[src/design/rmi_pkg.sv]
// ----------------------------------------------------------------------------
// rmi_pkg: shared types and constants for the regularized matrix inverse unit
// Sizes, Q40.24 limits, datapath select codes and controller/datapath bundles.
// ----------------------------------------------------------------------------
package rmi_pkg;

    localparam int N  = 8;
    localparam int IW = $clog2(N);
    localparam int AW = $clog2(N * N);
    localparam int DW = 32;
    localparam int QW = 64;
    localparam int EW = 31;

    localparam logic [QW-1:0]        LIM_U     = 64'h3FFF_FFFF_FFFF_FFFF;
    localparam logic signed [QW-1:0] LIM       = 64'sh3FFF_FFFF_FFFF_FFFF;
    localparam logic signed [QW-1:0] ONE_Q     = 64'sh0000_0000_0100_0000;
    localparam logic [EW-1:0]        ETA_RESET = 31'd16777;

    localparam logic       SRC_A_IN   = 1'b0;
    localparam logic       SRC_A_FACT = 1'b1;

    localparam logic [1:0] SRC_B_IN   = 2'd0;
    localparam logic [1:0] SRC_B_FACT = 2'd1;
    localparam logic [1:0] SRC_B_FWD  = 2'd2;
    localparam logic [1:0] SRC_B_BWD  = 2'd3;

    localparam logic [2:0] INIT_ZERO  = 3'd0;
    localparam logic [2:0] INIT_ETA   = 3'd1;
    localparam logic [2:0] INIT_ONE   = 3'd2;
    localparam logic [2:0] INIT_GRAM  = 3'd3;
    localparam logic [2:0] INIT_FWD   = 3'd4;

    localparam logic [1:0] DST_GRAM   = 2'd0;
    localparam logic [1:0] DST_FACT   = 2'd1;
    localparam logic [1:0] DST_FWD    = 2'd2;
    localparam logic [1:0] DST_BWD    = 2'd3;

    localparam logic [1:0] OP_MUL     = 2'd0;
    localparam logic [1:0] OP_DIV     = 2'd1;
    localparam logic [1:0] OP_SQRT    = 2'd2;

    typedef struct packed {
        logic          in_we;
        logic [AW-1:0] in_addr;
        logic [AW-1:0] addr_a;
        logic [AW-1:0] addr_b;
        logic          src_a;
        logic [1:0]    src_b;
        logic          init_load;
        logic [2:0]    init_sel;
        logic          acc_update;
        logic          acc_sub;
        logic          arith_start;
        logic [1:0]    arith_op;
        logic          wr_en;
        logic [1:0]    wr_dst;
        logic [AW-1:0] wr_addr;
        logic          out_load;
        logic          out_err;
        logic [IW-1:0] out_row;
        logic [IW-1:0] out_col;
        logic          out_last;
    } rmi_cmd_t;

    typedef struct packed {
        logic arith_done;
        logic acc_nonpos;
        logic out_free;
    } rmi_sts_t;

    function automatic logic [AW-1:0] idx(input logic [IW-1:0] r, input logic [IW-1:0] c);
        idx = AW'(int'(r) * N + int'(c));
    endfunction

endpackage

[src/design/rmi_ctrl.sv]
// ----------------------------------------------------------------------------
// rmi_ctrl: controller of the regularized matrix inverse unit
// Walks load, Gram product, Cholesky, substitution and output sequences.
// ----------------------------------------------------------------------------
module rmi_ctrl
    import rmi_pkg::*;
(
    input  logic     clk,
    input  logic     rst_n,
    input  logic     s_tvalid,
    output logic     s_tready,
    output rmi_cmd_t cmd,
    input  rmi_sts_t sts
);

    localparam logic [3:0] S_IDLE     = 4'd0;
    localparam logic [3:0] S_INIT_RD  = 4'd1;
    localparam logic [3:0] S_INIT_LD  = 4'd2;
    localparam logic [3:0] S_OP_RD    = 4'd3;
    localparam logic [3:0] S_MUL      = 4'd4;
    localparam logic [3:0] S_MUL_WAIT = 4'd5;
    localparam logic [3:0] S_FIN_RD   = 4'd6;
    localparam logic [3:0] S_FIN      = 4'd7;
    localparam logic [3:0] S_FIN_WAIT = 4'd8;
    localparam logic [3:0] S_WR       = 4'd9;
    localparam logic [3:0] S_OUT_RD   = 4'd10;
    localparam logic [3:0] S_OUT_LD   = 4'd11;
    localparam logic [3:0] S_ERR      = 4'd12;

    localparam logic [1:0] PH_GRAM = 2'd0;
    localparam logic [1:0] PH_FACT = 2'd1;
    localparam logic [1:0] PH_FWD  = 2'd2;
    localparam logic [1:0] PH_BWD  = 2'd3;

    localparam logic [IW-1:0] IMAX = IW'(N - 1);

    logic [3:0]    state_reg, state_next;
    logic [1:0]    phase_reg, phase_next;
    logic [IW-1:0] i_reg, i_next;
    logic [IW-1:0] j_reg, j_next;
    logic [IW-1:0] k_reg, k_next;
    logic [IW-1:0] col_reg, col_next;
    logic [AW-1:0] load_reg, load_next;

    logic [IW:0]   nterms;
    logic [IW-1:0] p_bw;
    logic          last_term;

    always_comb
    begin
        case (phase_reg)
            PH_GRAM: nterms = (IW+1)'(N);
            PH_BWD:  nterms = (IW+1)'(IMAX - i_reg);
            default: nterms = (IW+1)'(i_reg);
        endcase
    end

    assign p_bw      = IMAX - k_reg;
    assign last_term = ((IW+1)'(k_reg) + (IW+1)'(1)) == nterms;
    assign s_tready  = state_reg == S_IDLE;

    always_comb
    begin
        state_next = state_reg;
        phase_next = phase_reg;
        i_next     = i_reg;
        j_next     = j_reg;
        k_next     = k_reg;
        col_next   = col_reg;
        load_next  = load_reg;
        cmd        = '0;
        cmd.in_addr = load_reg;
        cmd.out_row = col_reg;
        cmd.out_col = i_reg;
        cmd.out_last = (col_reg == IMAX) && (i_reg == IMAX);
        cmd.acc_sub = phase_reg != PH_GRAM;
        case (phase_reg)
            PH_GRAM:
            begin
                cmd.src_a  = SRC_A_IN;
                cmd.src_b  = SRC_B_IN;
                cmd.wr_dst = DST_GRAM;
            end
            PH_FACT:
            begin
                cmd.src_a  = SRC_A_FACT;
                cmd.src_b  = SRC_B_FACT;
                cmd.wr_dst = DST_FACT;
            end
            PH_FWD:
            begin
                cmd.src_a  = SRC_A_FACT;
                cmd.src_b  = SRC_B_FWD;
                cmd.wr_dst = DST_FWD;
            end
            default:
            begin
                cmd.src_a  = SRC_A_FACT;
                cmd.src_b  = SRC_B_BWD;
                cmd.wr_dst = DST_BWD;
            end
        endcase

        case (state_reg)
            S_IDLE:
            begin
                if (s_tvalid)
                begin
                    cmd.in_we = 1'b1;
                    load_next = load_reg + AW'(1);
                    if (load_reg == AW'(N * N - 1))
                    begin
                        load_next  = '0;
                        phase_next = PH_GRAM;
                        i_next     = '0;
                        j_next     = '0;
                        col_next   = '0;
                        state_next = S_INIT_RD;
                    end
                end
            end
            S_INIT_RD:
            begin
                cmd.addr_a = idx(i_reg, j_reg);
                cmd.addr_b = AW'(i_reg);
                state_next = S_INIT_LD;
            end
            S_INIT_LD:
            begin
                cmd.init_load = 1'b1;
                case (phase_reg)
                    PH_GRAM: cmd.init_sel = (i_reg == j_reg) ? INIT_ETA : INIT_ZERO;
                    PH_FACT: cmd.init_sel = INIT_GRAM;
                    PH_FWD:  cmd.init_sel = (i_reg == col_reg) ? INIT_ONE : INIT_ZERO;
                    default: cmd.init_sel = INIT_FWD;
                endcase
                k_next     = '0;
                state_next = (nterms == '0) ? S_FIN_RD : S_OP_RD;
            end
            S_OP_RD:
            begin
                case (phase_reg)
                    PH_GRAM:
                    begin
                        cmd.addr_a = idx(i_reg, k_reg);
                        cmd.addr_b = idx(k_reg, j_reg);
                    end
                    PH_FACT:
                    begin
                        cmd.addr_a = idx(i_reg, k_reg);
                        cmd.addr_b = idx(j_reg, k_reg);
                    end
                    PH_FWD:
                    begin
                        cmd.addr_a = idx(i_reg, k_reg);
                        cmd.addr_b = AW'(k_reg);
                    end
                    default:
                    begin
                        cmd.addr_a = idx(p_bw, i_reg);
                        cmd.addr_b = AW'(p_bw);
                    end
                endcase
                state_next = S_MUL;
            end
            S_MUL:
            begin
                cmd.arith_start = 1'b1;
                cmd.arith_op    = OP_MUL;
                state_next      = S_MUL_WAIT;
            end
            S_MUL_WAIT:
            begin
                if (sts.arith_done)
                begin
                    cmd.acc_update = 1'b1;
                    if (last_term)
                    begin
                        state_next = S_FIN_RD;
                    end
                    else
                    begin
                        k_next     = k_reg + IW'(1);
                        state_next = S_OP_RD;
                    end
                end
            end
            S_FIN_RD:
            begin
                cmd.addr_a = idx(i_reg, i_reg);
                state_next = S_FIN;
            end
            S_FIN:
            begin
                if (phase_reg == PH_GRAM)
                begin
                    state_next = S_WR;
                end
                else if (phase_reg == PH_FACT && i_reg == j_reg)
                begin
                    if (sts.acc_nonpos)
                    begin
                        state_next = S_ERR;
                    end
                    else
                    begin
                        cmd.arith_start = 1'b1;
                        cmd.arith_op    = OP_SQRT;
                        state_next      = S_FIN_WAIT;
                    end
                end
                else
                begin
                    cmd.arith_start = 1'b1;
                    cmd.arith_op    = OP_DIV;
                    state_next      = S_FIN_WAIT;
                end
            end
            S_FIN_WAIT:
            begin
                if (sts.arith_done)
                begin
                    state_next = S_WR;
                end
            end
            S_WR:
            begin
                cmd.wr_en  = 1'b1;
                state_next = S_INIT_RD;
                case (phase_reg)
                    PH_GRAM, PH_FACT:
                    begin
                        cmd.wr_addr = (phase_reg == PH_FACT) ? idx(j_reg, i_reg)
                                                             : idx(i_reg, j_reg);
                        if (j_reg != IMAX)
                        begin
                            j_next = j_reg + IW'(1);
                        end
                        else if (i_reg != IMAX)
                        begin
                            i_next = i_reg + IW'(1);
                            j_next = i_reg + IW'(1);
                        end
                        else
                        begin
                            i_next     = '0;
                            j_next     = '0;
                            phase_next = (phase_reg == PH_GRAM) ? PH_FACT : PH_FWD;
                        end
                    end
                    PH_FWD:
                    begin
                        cmd.wr_addr = AW'(i_reg);
                        if (i_reg != IMAX)
                        begin
                            i_next = i_reg + IW'(1);
                        end
                        else
                        begin
                            phase_next = PH_BWD;
                        end
                    end
                    default:
                    begin
                        cmd.wr_addr = AW'(i_reg);
                        if (i_reg != '0)
                        begin
                            i_next = i_reg - IW'(1);
                        end
                        else
                        begin
                            state_next = S_OUT_RD;
                        end
                    end
                endcase
            end
            S_OUT_RD:
            begin
                cmd.addr_b = AW'(i_reg);
                state_next = S_OUT_LD;
            end
            S_OUT_LD:
            begin
                cmd.addr_b = AW'(i_reg);
                if (sts.out_free)
                begin
                    cmd.out_load = 1'b1;
                    if (i_reg != IMAX)
                    begin
                        i_next     = i_reg + IW'(1);
                        state_next = S_OUT_RD;
                    end
                    else if (col_reg == IMAX)
                    begin
                        state_next = S_IDLE;
                    end
                    else
                    begin
                        col_next   = col_reg + IW'(1);
                        i_next     = '0;
                        phase_next = PH_FWD;
                        state_next = S_INIT_RD;
                    end
                end
            end
            S_ERR:
            begin
                if (sts.out_free)
                begin
                    cmd.out_err = 1'b1;
                    state_next  = S_IDLE;
                end
            end
            default:
            begin
                state_next = S_IDLE;
            end
        endcase
    end

    always_ff @(posedge clk or negedge rst_n)
    begin
        if (!rst_n)
        begin
            state_reg <= S_IDLE;
            phase_reg <= PH_GRAM;
            i_reg     <= '0;
            j_reg     <= '0;
            k_reg     <= '0;
            col_reg   <= '0;
            load_reg  <= '0;
        end
        else
        begin
            state_reg <= state_next;
            phase_reg <= phase_next;
            i_reg     <= i_next;
            j_reg     <= j_next;
            k_reg     <= k_next;
            col_reg   <= col_next;
            load_reg  <= load_next;
        end
    end

endmodule

[config.mk]
export PLATFORM = sky130hd
export DESIGN_NAME = rmi_ctrl
export DESIGN_NICKNAME = d
export VERILOG_FILES = /design/src/design/rmi_pkg.sv /design/src/design/rmi_ctrl.sv
export SDC_FILE = /design/constraint.sdc
export NUM_CORES = 1
export LEC_CHECK = 0
export ABC_AREA = 1
export ABC_CLOCK_PERIOD_IN_PS = 2500
export BUFFER_PORTS_ARGS = -buffer_cell sky130_fd_sc_hd__buf_2
export CAP_MARGIN = 20
export CORE_UTILIZATION = 55
export CTS_CLUSTER_SIZE = 30
export DETAILED_ROUTE_END_ITERATION = 8
export MAX_ROUTING_LAYER = met4
export PLACE_DENSITY = 0.83
export REMOVE_ABC_BUFFERS = 1
export SLEW_MARGIN = 20
export SYNTH_ARGS = -nofsm -noshare
export SYNTH_HDL_FRONTEND = slang
export SYNTH_SLANG_ARGS = --single-unit
[constraint.sdc]
create_clock -name clk -period 2.5 [get_ports clk]
set_input_delay 0.5 -clock clk [delete_from_list [all_inputs] [get_ports clk]]
set_output_delay 0.5 -clock clk [all_outputs]
set_load 0.02 [all_outputs]
After elaboration in Yosys (flattened, before gate mapping)

Index checks and enable logic that the tools add are counted.

$add $sub $neg: 16
Eq/ne operators: 40
Mux-type cells: 74
Reductions and logical operators: 21

Operator list:

| kind                  | number |
|---|---|
| $mux W3               | 22 |
| $pmux W4 S13          | 1 |
| $mux W4               | 12 |
| $add A6 B3 Y6         | 7 |
| $pmux W12 S3          | 1 |
| $pmux W3 S2           | 5 |
| $pmux W3 S3           | 3 |
| $mux W6               | 4 |
| $ne A3 B3 Y1 const B  | 7 |
| $eq A4 B4 Y1 const B  | 5 |
| $mux W2               | 10 |
| $pmux W6 S3           | 1 |
| $eq A4 B3 Y1 const B  | 4 |
| $ne A2 B2 Y1 const B  | 8 |
| $add A3 B1 Y3 const B | 4 |
| $pmux W2 S3           | 2 |
| $pmux W6 S2           | 1 |
| $reduce_and A6 Y1     | 2 |
| $mux W1               | 10 |
| $reduce_and A10 Y1    | 1 |
| $eq A4 B2 Y1 const B  | 2 |
| $logic_not A4 Y1      | 2 |
| $pmux W4 S2           | 1 |
| $reduce_and A8 Y1     | 1 |
| other kinds (25)      | 35 |

Register bits: 24
Input bits: 6
Output and inout port bits: 50
Logic and storage cells: 158

Longest topological paths before layout

Gate-level depths: netlist of run 1.

Depth after elaboration: 6
Mapped depth: 14

Worst setup path after synthesis of run 1

No wires, ideal clock.

Path type: flip-flop to output port
From: register phase_reg[0]
To: output port cmd[11] in the netlist's numbering
Data arrival time: 1772 ps
Data required time: 2000 ps
Setup slack: 228 ps
Stages on the path, launching flop included: 7
Path buffers: 0
Cell sequence: dfrtp_1 inv_1 ha_1 inv_1 nor2_1 nor2_1 a211oi_1

RTL lines:

| item                   | RTL line        | source |
|---|---|---|
| start, declared        | rmi_ctrl.sv:38  | `logic [1:0] phase_reg, phase_next;` |
| start signal, assigned | rmi_ctrl.sv:336 | `phase_reg <= phase_next;` |
| end, declared          | rmi_ctrl.sv:12  | `output rmi_cmd_t cmd,` |

==> impl_metrics.py, run 1 <==
metrics = {
    "sta": {
        "max_slew_margin_pct": 62.0,
        "min_period_ns": 2.44,
        "drv_slew": 0,
        "tightest_slew_ns": 0.570,
        "hold_violations": 0,
        "skew_ns": 0.0107,
        "final.setup.tns_ns": 0,
        "fmax_ghz": 0.410,
        "setup_violations": 0,
        "rsz0062_at_grt": "no",
        "finalCritPeriodShare_pct": 97.6,
        "post-route-worst-setup-slack_ns": 0.0602,
    },
    "placement": {
        "gp_congestion": 0.976,
        "post_dp_cell_area_um2": 2720,
        "place_inst": 480,
        "dp_hpwl_um": 5470,
        "post-place-ws_ns": 0.319,
        "io_buffer_count": 55,
    },
    "logic_synthesis": {
        "yosysTopAreaCell": "dfrtp_1",
        "postSynthAreaPerCell_um2": 6.31,
        "ys_ff_latch": 24,
        "yosys_warnings": 0,
        "synth.top_cells.by_area": "dfrtp_1 25%, nand2_1 17%, ha_1 8.4%",
        "netlist.area_leader.share_pct": 25.1,
        "synth_seq_area_share_pct": 25.1,
        "synthCells": 379,
        "synth_area_um2": 2390,
        "ys_types": 31,
    },
    "detailed_routing": {
        "drtAntennaViolNets": 0,
        "drc": 0,
        "drt-wirelength-per-cell_um": 14.5,
        "drt-initial-drc-count": 225,
        "vias": 2784,
        "routed_wl_um": 7040,
        "drt_pre_antenna_iters": 5,
        "avgViaCountPerCell": 5.75,
    },
    "floorplanning": {
        "rows": 23,
        "die_area_um2": 4620,
        "initial_utilization_pct": 58.5,
        "ios": 56,
        "die_w_um": 68.0,
        "die_y_um": 68.0,
        "coreArea_um2": 4090,
    },
    "worst_setup_path": {
        "worst-r2r-setup-slack_ns": 0.28,
        "crit_type": "flip-flop to output port",
        "cp-endpoint": "cmd[39]",
        "worstSetupStartpointType": "flip-flop",
        "r2r_end": "phase_reg[0]",
        "arrival_ns": 1.94,
        "endpoint_kind": "output port",
        "reg2reg_depth": 9,
        "critPathTopFamily": "buffers and inverters",
        "slowest_delay_ns": 0.47,
        "crit_required_ns": 2.00,
        "cp_slowest_cell": "dfrtp_2",
        "path_depth": 5,
        "startpoint": "phase_reg[0]",
        "worst-path-buf-inv": 2,
        "path_cells": "ha_1 > inv_1 > o21ai_0 > o22ai_1 > buf_2",
        "path_max_fanout": 13,
        "reg2reg_from": "i_reg[1]",
    },
    "clock_tree": {
        "cts_root_buffer": "clkbuf_8",
        "clkLatencyLatePin_ns": 0.27,
        "htree_levels": 1,
        "clk_pin_slew_ns": 0.09,
        "numCtsBuffers": 3,
        "hold_buffers": 0,
        "cts.sinks": 24,
        "cts_max_path_buffers": 2,
        "cts_tree": "built",
    },
    "global_route": {
        "antenna_found_initial": 0,
        "grt_max_degree": 25,
        "grt_pass1_vias": 2351,
        "grtUsageTotal_pct": 32.0,
        "grt_pass1_wl_um": 10800,
        "grt-ovfl-total": 0,
    },
    "finish": {
        "final_common_cell": "nand2_1",
        "drive_gt1_share_pct": 22.6,
        "layout-area-overhead-vs-synth_pct": 17.5,
        "final_cell_mix": "108 x nand2_1, 55 x buf_2, 38 x inv_1",
        "final_net_count": 457,
        "final_util_pct": 68.8,
        "largest_reg_flops": 6,
        "n_antenna_cell": 0,
        "final_cells": 484,
        "final_cell_area_um2": 2810,
        "fillers": 372,
    },
    "pwr": {
        "vdd_drop_max_uv": 686,
        "p_leak_uw": 0.00155,
        "power_density_nw_per_um2": 859,
        "switching_share_pct": 54.7,
        "pwr-share-comb_pct": 62.5,
        "p_int_uw": 1090,
        "p_switching_uw": 1320,
        "p_seq_share_pct": 26.2,
        "clkPwrFrac_pct": 11.3,
    },
    "worst_hold_path": {
        "hold_path_class": "primary input to async pin",
    },
    "outcome": {
        "outcome": "completed",
    },
    "flow_run": {
        "drv_cap": 0,
    },
}
## worst reg2reg max path: cells and delay by family, from the launching register on
family                     cells  cell delay (ns)
adders and majority gates      2             0.52
DFF                            1             0.61
and+or+nand+nor                6             0.88
buffers and inverters          1             0.10
## through the flow
stage                     total power [uW]  hold WS, ns
after floorplan                       1650        0.204
after global placement                2060        0.505
after detailed placement              2090        0.507
after CTS                             2360        0.224
after global routing                  2590        0.253
final                                 2410        0.213
## per-layer routing
layer / share of wire [%] / routed length, um / global-route usage, %
met5: 0 / 0 / -
met4: 2.1 / 150 / 10.2
met3: 7.7 / 540 / 3.67
met2: 46 / 3240 / 50.2
met1: 44 / 3110 / 42.8
## synth_stat cells, drive strengths merged
cell	number
nand2	111
inv	49
nor2	45
o21ai	32
nand3	29
a21oi	24
dfrtp	24
ha	16
o22ai	8
buf	7
xnor2	7
nand4	6
nor3	4
xor2	4
clkbuf	3
o211ai	3
a211oi	2
o221ai	2
a22oi	1
a31oi	1
mux2i	1
## repair_timing
| action | 4_1_cts | 5_1_grt |
|---|---|---|
| setup endpoints to repair | 0 | 16 |
| resized for setup | 0 | 11 |
| setup buffers | 0 | 0 |
## area by class of cell
class / instances / area, um^2 / share of cell area, %
well taps: 50 / 62.6 / 2.23
multi-input cells: 296 / 1590 / 56.5
clock buffers: 4 / 55.1 / 1.96
inverters: 49 / 184 / 6.54
repair buffers: 61 / 320 / 11.4
flip-flops and latches: 24 / 602 / 21.4
## how the worst min path moves through the flow
stage	startpoint	endpoint	slack [ns]
floorplan	rst_n	col_reg[0]	0.20
global placement	rst_n	i_reg[0]	0.51
detailed placement	load_reg[4]	load_reg[4]	0.51
CTS	rst_n	load_reg[1]	0.22
global route	rst_n	j_reg[2]	0.25
finish	rst_n	load_reg[3]	0.21
## kinds of logic (layout without fill, tap and decap cells)
group | after synthesis | after routing | share of synthesized area (%)
flip-flops | 24 | 24 | 25.1
AND/OR/NAND/NOR | 195 | 195 | 35.3
AO/OA/AOI/OAI | 73 | 73 | 17.0
buffers and inverters | 59 | 114 | 9.83
multiplexers | 1 | 1 | 0.418
XOR/XNOR | 11 | 11 | 4.03
adder cells (fa/ha/maj) | 16 | 16 | 8.37
## power groups by stage
stage	combinational [uW]	clock, uW	sequential (uW)
2_1_floorplan	984	0	669
3_3_place_gp	1430	0	626
3_5_place_dp	1450	0	631
4_1_cts	1460	276	627
5_1_grt	1650	291	645
6_report	1510	272	632
Note: power is estimated with default switching activity, not from simulation.
==> inputs of run 2 (changes only) <==
- CORE_UTILIZATION: 55 -> 56
- CTS_BUF_LIST: not set -> sky130_fd_sc_hd__clkbuf_8
- PLACE_DENSITY: 0.83 -> 0.85
==> run 2 against run 1 <==
Effect of this change: sequential power decreased by 2%; critical path depth grew 4; first-iteration DRC count increased by 46%; cell area fell by 0.27%; die area decreased by 1.7%; combinational power about the same; sequential share of layout area grew 0.057 points; highest routed layer unchanged; wire length is 0.81% lower; hold slack lost 0.0016 ns; cell count increased by 0.21%; global-route usage grew 1.3 points.
==> impl_metrics.py, run 2 (synthesis results as in run 1) <==
metrics = {
    "placement": {
        "gp_congestion": 0.985,
        "dp_hpwl_um": 5360,
        "post_dp_cell_area_um2": 2720,
        "io_buffer_count": 55,
        "place_inst": 480,
    },
    "finish": {
        "final_cell_area_um2": 2800,
        "n_antenna_cell": 0,
        "layout-area-overhead-vs-synth_pct": 17.2,
        "final_common_cell": "nand2_1",
        "drive_gt1_share_pct": 22.1,
        "final_net_count": 458,
        "final_cell_mix": "108 x nand2_1, 55 x buf_2, 39 x inv_1",
        "largest_reg_flops": 6,
        "final_cells": 485,
        "fillers": 351,
    },
    "worst_setup_path": {
        "crit_type": "flip-flop to output port",
        "endpoint_kind": "output port",
        "worstSetupStartpointType": "flip-flop",
        "arrival_ns": 1.90,
        "reg2reg_depth": 9,
        "path_max_fanout": 6,
        "crit_required_ns": 2.00,
    },
    "outcome": {
        "outcome": "completed",
    },
    "global_route": {
        "grt_pass1_wl_um": 11000,
        "grt-ovfl-total": 0,
        "gr-usage-met1_pct": 42.4,
        "grt_max_degree": 25,
        "use_met2_pct": 54.4,
        "grt_pass1_vias": 2421,
        "top_usage_layer": "met2",
        "met3_usage_pct": 4.22,
        "antenna_found_initial": 0,
        "grtUsageTotal_pct": 33.4,
    },
    "clock_tree": {
        "numCtsBuffers": 3,
        "cts_tree": "built",
        "cts_max_path_buffers": 2,
        "hold_buffers": 0,
        "clkLatencyLatePin_ns": 0.28,
        "clk_pin_slew_ns": 0.10,
        "cts_root_buffer": "clkbuf_8",
        "cts.sinks": 24,
        "htree_levels": 1,
    },
    "floorplanning": {
        "rows": 23,
        "die_y_um": 67.4,
        "initial_utilization_pct": 59.0,
        "die_w_um": 67.4,
        "coreArea_um2": 4060,
        "die_area_um2": 4540,
        "ios": 56,
    },
    "sta": {
        "rsz0062_at_grt": "no",
        "min_period_ns": 2.40,
        "finalCritPeriodShare_pct": 96.1,
        "setup_violations": 0,
        "max_slew_margin_pct": 60.1,
        "skew_ns": 0.0133,
        "drv_slew": 0,
        "fmax_ghz": 0.416,
        "tightest_slew_ns": 0.598,
        "hold_violations": 0,
    },
    "pwr": {
        "vdd_drop_max_uv": 614,
        "p_leak_uw": 0.00155,
        "power_density_nw_per_um2": 860,
    },
    "detailed_routing": {
        "drt-wirelength-per-cell_um": 14.4,
        "drt_pre_antenna_iters": 6,
        "drc": 0,
        "avgViaCountPerCell": 5.75,
        "drtAntennaViolNets": 0,
        "drt-initial-drc-count": 328,
        "routed_wl_um": 6980,
        "vias": 2788,
    },
    "flow_run": {
        "drv_cap": 0,
    },
    "worst_hold_path": {
        "hold_path_class": "primary input to async pin",
    },
}
==> run 2: cell type report <==
cell class	instances	area, um^2	share of cell area, %
inverter	49	184	6.56
clock buffer	4	55.1	1.96
multi-input combinational	296	1570	56.1
tap	50	62.6	2.23
timing repair buffer	62	328	11.7
sequential	24	602	21.5
==> run 2: per-layer routing <==
layer  part of all wire, %  up-vias
li1                      -     1358
met1                    42     1252
met2                    47      159
met3                   8.5       19
met4                   2.3        0
met5                     0        -
==> run 2: final timing paths <==
check	slack, ns	to	from
setup / recovery	0.1	cmd[40]	phase_reg[0]
hold / removal	0.21	k_reg[2]	rst_n
max in group asynchronous	1.85	phase_reg[0]	rst_n
min in group clk	0.53	load_reg[2]	load_reg[2]
hold reg to reg	0.53	load_reg[2]	load_reg[2]
setup reg to reg	0.27	phase_reg[0]	i_reg[1]
==> run 2: what timing repair did <==
item | in CTS | in global routing
endpoints found under the hold margin | 0 | 0
buffers inserted | 0 | 1
endpoints found under the setup margin | 1 | 12
resized for setup | 1 | 6
==> run 2: critical path, cell delays in order, from the launching register on <==
cell and delay [ns]:
dfrtp_2 0.42, inv_1 0.13, ha_1 0.26, nor2_1 0.20
nand2_2 0.15, nand2_1 0.09, nand2_1 0.05, nand2_1 0.08
o21ai_0 0.08, buf_2 0.17
==> run 2: where the power goes <==
| part | leakage [uW] | switching (uW) | internal, uW |
|---|---|---|---|
| Clock | 0.0000288 | 137 | 141 |
| Combinational | 0.00121 | 1050 | 461 |
| Sequential | 0.000319 | 136 | 486 |
| Total | 0.00155 | 1320 | 1090 |
==> run 2: through the flow <==
step	setup WS, ns	TNS [ns]	hold WS (ns)	total power, uW	util (%)
2_1_floorplan	-0.0152	-0.0152	0.204	1650	-
3_3_place_gp	0.392	0	0.506	2050	67.1
3_5_place_dp	0.307	0	0.514	2080	67.1
4_1_cts	0.0206	0	0.241	2360	68.5
5_1_grt	0.00937	0	0.259	2580	69.1
6_report	0.0967	0	0.212	2410	69.1
